`config.mk`:
```
export PLATFORM = sky130hd
export DESIGN_NAME = tea_half_round
export DESIGN_NICKNAME = d
export VERILOG_FILES = /design/src/sv/tea_pkg.sv /design/src/sv/tea_half_round.sv
export SDC_FILE = /design/constraint.sdc
export NUM_CORES = 1
export LEC_CHECK = 0
export BUFFER_PORTS_ARGS = -buffer_cell sky130_fd_sc_hd__buf_2
export CAP_MARGIN = 20
export CORE_ASPECT_RATIO = 1.2
export CORE_MARGIN = 2
export CORE_UTILIZATION = 43
export CTS_CLUSTER_SIZE = 30
export DETAILED_ROUTE_END_ITERATION = 12
export PLACE_DENSITY_LB_ADDON = 0.15
export SYNTH_ARGS = -nofsm -noshare
export SYNTH_HDL_FRONTEND = slang
export SYNTH_SLANG_ARGS = --single-unit
```
`constraint.sdc`:
```
create_clock -name clk -period 1 [get_ports clk]
set_clock_uncertainty 0.15 [all_clocks]
set_input_delay 0.2 -clock clk [delete_from_list [all_inputs] [get_ports clk]]
set_output_delay 0.2 -clock clk [all_outputs]
set_load 0.005 [all_outputs]
```
`src/sv/tea_pkg.sv`:
```
// Package for the TEA block cipher: constants, shared types and the half-round mix function.
// No dependencies; imported by tea_half_round and tea_block_cipher.
`default_nettype none

package tea_pkg;

	localparam int unsigned ROUND_COUNT_DEF = 32;
	localparam logic [31:0] TEA_DELTA = 32'h9E37_79B9;
	localparam int unsigned WORD_W = 32;

	typedef enum logic {
		KIND_ENCRYPT = 1'b0,
		KIND_DECRYPT = 1'b1
	} kind_t;

	typedef enum logic [1:0] {
		KEY_WORD0 = 2'd0,
		KEY_WORD1 = 2'd1,
		KEY_WORD2 = 2'd2,
		KEY_WORD3 = 2'd3
	} cfg_idx_t;

	typedef logic [3:0][WORD_W-1:0] key_t;

	typedef struct packed {
		kind_t             kind;
		logic [WORD_W-1:0] a;
		logic [WORD_W-1:0] b;
	} stage_t;

	typedef struct packed {
		logic [WORD_W-1:0] a;
		logic [WORD_W-1:0] b;
	} result_t;

	function automatic logic [WORD_W-1:0] mix_half(
		input logic [WORD_W-1:0] v,
		input logic [WORD_W-1:0] s,
		input logic [WORD_W-1:0] ka,
		input logic [WORD_W-1:0] kb
	);
		return ((v << 4) + ka) ^ (v + s) ^ ((v >> 5) + kb);
	endfunction

endpackage

`default_nettype wire

```
`src/sv/tea_half_round.sv`:
```
// One registered half-round of TEA: updates one half of the block, for either direction.
// Depends on tea_pkg.
`default_nettype none

module tea_half_round #(
	parameter int unsigned ROUND_COUNT = tea_pkg::ROUND_COUNT_DEF,
	parameter int unsigned ROUND       = 0,
	parameter int unsigned PHASE       = 0
) (
	input  wire                 clk,
	input  wire                 arst_n,
	input  wire                 en,
	input  wire                 vld_in,
	input  tea_pkg::stage_t     data_in,
	input  tea_pkg::key_t       keys,
	output logic                vld_s1,
	output tea_pkg::stage_t     data_s1
);
	import tea_pkg::*;

	// encrypt round r uses delta*(r+1); decrypt round r uses delta*(ROUND_COUNT-r)
	localparam logic [63:0] PROD_ENC = 64'(TEA_DELTA) * 64'(ROUND + 1);
	localparam logic [63:0] PROD_DEC = 64'(TEA_DELTA) * 64'(ROUND_COUNT - ROUND);
	localparam logic [WORD_W-1:0] SUM_ENC = PROD_ENC[WORD_W-1:0];
	localparam logic [WORD_W-1:0] SUM_DEC = PROD_DEC[WORD_W-1:0];
	localparam logic FIRST_HALF = (PHASE == 0);

	logic              dec;
	logic              upd_a;
	logic [WORD_W-1:0] sum;
	logic [WORD_W-1:0] src;
	logic [WORD_W-1:0] dst;
	logic [WORD_W-1:0] ka;
	logic [WORD_W-1:0] kb;
	logic [WORD_W-1:0] mix;
	logic [WORD_W-1:0] upd;
	stage_t            nxt;

	always_comb begin
		dec   = (data_in.kind == KIND_DECRYPT);
		// encrypt: a then b; decrypt: b then a
		upd_a = (dec != FIRST_HALF);
		sum   = dec ? SUM_DEC : SUM_ENC;
		src   = upd_a ? data_in.b : data_in.a;
		dst   = upd_a ? data_in.a : data_in.b;
		ka    = upd_a ? keys[KEY_WORD0] : keys[KEY_WORD2];
		kb    = upd_a ? keys[KEY_WORD1] : keys[KEY_WORD3];
		mix   = mix_half(src, sum, ka, kb);
		upd   = dec ? (dst - mix) : (dst + mix);
		nxt   = data_in;
		if (upd_a) begin
			nxt.a = upd;
		end else begin
			nxt.b = upd;
		end
	end

	always_ff @(posedge clk or negedge arst_n) begin
		if (!arst_n) begin
			vld_s1 <= 1'b0;
		end else if (en) begin
			vld_s1 <= vld_in;
		end
	end

	always_ff @(posedge clk) begin
		if (en) begin
			data_s1 <= nxt;
		end
	end

endmodule

`default_nettype wire

```
After elaboration in Yosys (flattened, before gate mapping). Index checks and enable logic that the tools add are counted.

Add/subtract/negate cells: 5. Multiplexer cells: 8. Bitwise logic cells: 2.

Operator list (count): $mux W32 (7); $add A32 B32 Y32 (3); $xor A32 B32 Y32 (2); $add A27 B32 Y32 (1); $sub A32 B32 Y32 (1); $mux W31 (1).

Bits in registers: 66. Input port bits: 197. Output and inout bits: 66. Logic and storage cells: 19.

Logic depth before layout (Yosys ltp).
Depth after elaboration: 7. Gate-level depth with buffers: 36.

Worst setup path after synthesis. No wires, ideal clock.

Path type: input to register. Start point: input port data_in[64] in the netlist's numbering. End point: register data_s1[63] in the netlist's numbering (data pin). Setup time: 0.152 ns. Data arrival time: 8.253 ns. Path slack: -7.555 ns. Stages: 31. Path buffers: 10. Path through: buf_6 -> buf_6 -> buf_4 -> buf_2 -> buf_2 -> buf_2 -> buf_2 -> clkbuf_1 -> clkbuf_1 -> clkbuf_1 -> mux2_2 -> ha_1 -> a21o_1 -> a311o_1 -> a21oi_1 -> o21a_1 -> xnor3_1 -> nor4b_4 -> nand3_2 -> o31ai_1 -> xnor2_1 -> ha_1 -> and4_1 -> a221o_1 -> a41oi_1 -> a2111o_1 -> a31oi_1 -> a221o_1 -> xnor3_1 -> or4b_1 -> a31oi_1.

RTL lines: start, declared (line tea_half_round.sv:14) `input tea_pkg::stage_t data_in,`; end signal, assigned (line tea_half_round.sv:68) `data_s1 <= nxt;`; end, declared (line tea_half_round.sv:17) `output tea_pkg::stage_t data_s1`.

==> results by group <==
Critical path
  – Cell family with most CP delay: compound AO/OA/AOI/OAI gates
  – Most common cell on crit path: a221o_1
  – Critical Path AT: 6150 ps
  – CP startpoint kind: primary input
  – Worst Setup End Kind: flip-flop
  – Slowest stage delay, CP: 480 ps
  – Worst path slowest cell: or4b_1
  – CP bufs+invs: 6
  – Worst Path Max Fanout: 7
  – Kind of critical path: in2reg
  – Reg2Reg Setup Slack: 120 ps
  – CP Data Required Time: 1030 ps

Pwr
  – Static Leakage: 8.758 nW
  – Worst vdd ir: 2077 uV
  – Pwr Density: 2440 nW/um2
  – PnR Total Power: 46.17 mW

Timing
  – FMAX: 0.1634 GHz
  – Setup TNS: -253570 ps
  – Least-Margin Pin Slew: 539.0 ps
  – Tcrit/Tclk final: 6.119
  – Post-layout min period: 6119 ps
  – WHS: -38.91 ps
  – Final setup margin: -5119 ps
  – Final hold viol count: 1
  – Final setup viols: 130
  – Unrepaired setup endpoints after global routing: true
  – Final slew viol count: 0
  – Worst slew margin: 0.6360

GRT
  – Initial antenna violation count: 6
  – Global route overflow: 0
  – Vias in the first global route: 14200
  – Largest net degree at the start of global routing: 61
  – GR Util All Layers: 0.3283
  – First-pass GRT wire length: 69850 um

Synth
  – Largest area contributor in the netlist: edfxtp_1
  – Post-synth cell types: 92
  – Mapped Area: 11170 um2
  – Async set or reset register ratio after synthesis: 0.01515
  – EDFF count, synth: 65
  – Synthesized flop and latch total: 66
  – Synth Instances: 1333
  – Largest cells by area after synthesis: edfxtp_1 (17%), ha_1 (11%), xnor2_1 (10%)
  – Ys flop type: edfxtp_1
  – Sequential share of the synthesized area: 0.1769
  – Synth Net Count: 1628
  – Yosys top cell area share: 0.1747
  – Mean post-synth cell area: 8.382 um2
  – Yosys warnings: 0

Clock tree
  – H-tree Lvls: 3
  – Worst-Skew Late Latency: 320 ps
  – Hold-fix buffer count after cts: 1
  – Clk root buf: clkbuf_16
  – Clock sinks: 66
  – Clk slew on worst S/H paths: 70 ps
  – CTS tree: yes
  – CTS Buf Count: 9
  – Clk buf depth: 2

Route
  – DR WL/cell: 18.76 um
  – Vias: 13790
  – DRT iter0 DRCs: 758
  – Remaining DRCs: 0
  – Via density: 5.593
  – DRT antenna net count: 0
  – Routed WL: 46240 um
  – Number of detailed-route iterations in the first pass: 6

Floorplan
  – Starting density of the core: 0.4374
  – Num rows: 64
  – I/O Pins: 263
  – Die ar.: 27290 um2
  – Die Y: 180.6 um
  – DIE WIDTH: 151.2 um
  – Core area: 25540 um2

Placement
  – GP Congestion: 0.9510
  – DP HPWL: 36390 um
  – Port Buf Inserts: 262
  – DP Cell Count: 2387
  – Placement Setup Slack: -5835 ps

Worst hold path
  – Worst hold path class: in2reg

Layout
  – Most common cell after layout, fill and taps aside: buf_4
  – Fin nets: 2421
  – Area delta synth->final: 69.36%
  – Share of layout cells above drive strength 1: 0.5397
  – Commonest non-fill, non-tap cells in the layout: buf_4 (533), buf_2 (261), nand2_1 (106)
  – Non-Filler Instances: 2465

Status
  – Failing checks: negative hold slack, negative setup slack
  – Status: finished, violations left

Run
  – Max cap viols: 0
[area by class of cell]
| class | instances | area [um2] |
|---|---|---|
| fill | 1944 | 6621 |
| multi-input combinational | 1177 | 10180 |
| antenna | 4 | 10.01 |
| clock inverter | 6 | 35.03 |
| inverter | 40 | 152.6 |
| clock buffer | 10 | 229.0 |
| timing repair buffer | 832 | 5928 |
| sequential | 66 | 1977 |
| tap | 330 | 412.9 |
[cells in the mapped netlist (all sizes together) (8+ instances only)]
master  number
xnor2      130
nand2      123
o21ai      104
a21oi       99
ha          95
mux2        91
nor2        78
edfxtp      65
xor2        45
inv         40
a21o        39
clkbuf      35
nand3       29
a31oi       26
nor3        24
nand2b      19
a211oi      16
nor2b       16
buf         15
mux2i       14
o21a        14
o211ai      13
o21bai      13
and3        12
nor3b       12
nand4       11
and2        10
xnor3       10
o31ai        9
or2          9
nor4         8
[per-layer routing]
metal,track usage,share of wire,vias up
met5,0,0.00074,-
met4,0.2150,0.073,6
met3,0.04228,0.047,179
met2,0.6225,0.53,522
met1,0.3271,0.35,6475
li1,-,-,6605
[stage by stage]
stage                       util  instance area [um2]
after global placement    0.6551                16730
after detailed placement  0.6551                16730
final                     0.7408                18920
after CTS                 0.7173                18320
after floorplan                -                11390
after global routing      0.7404                18910
[state kept, by name, summed over array words and instances, names as in the netlist]
name     count
vld_s1       1
data_s1     65
[worst paths after layout]
check	start	end	depth (start not counted)
max	data_in[64]	data_s1[63]	29
min	vld_in	vld_s1	2
max reg2reg	vld_s1	vld_s1	1
min reg2reg	vld_s1	vld_s1	1
max in group asynchronous	arst_n	vld_s1	2
min in group asynchronous	arst_n	vld_s1	2
[what timing repair did]
item                       4_1_cts  5_1_grt
hold endpoints to repair         2        1
resized for setup              195      100
gates cloned                     5        0
setup buffers                   35       18
pin swaps                       83       65
setup endpoints to repair      130      130
[cells by family after synthesis]
logic type      share of synthesized area
compound gates                     0.2418
xor+xnor                           0.1645
fa+ha+maj                          0.1118
buf+inv                           0.03337
flops                              0.1769
mux                                0.1043
simple gates                       0.1674
[power by group]
group / switching (mW) / leakage, nW / total [mW] / internal [mW]
combinational: 18.2 / 7.98 / 38.1 / 19.9
sequential: 0.304 / 0.647 / 5.20 / 4.90
clock: 1.21 / 0.128 / 2.87 / 1.66
total: 19.7 / 8.76 / 46.2 / 26.4
No activity file was read; power rests on OpenSTA's default activity.
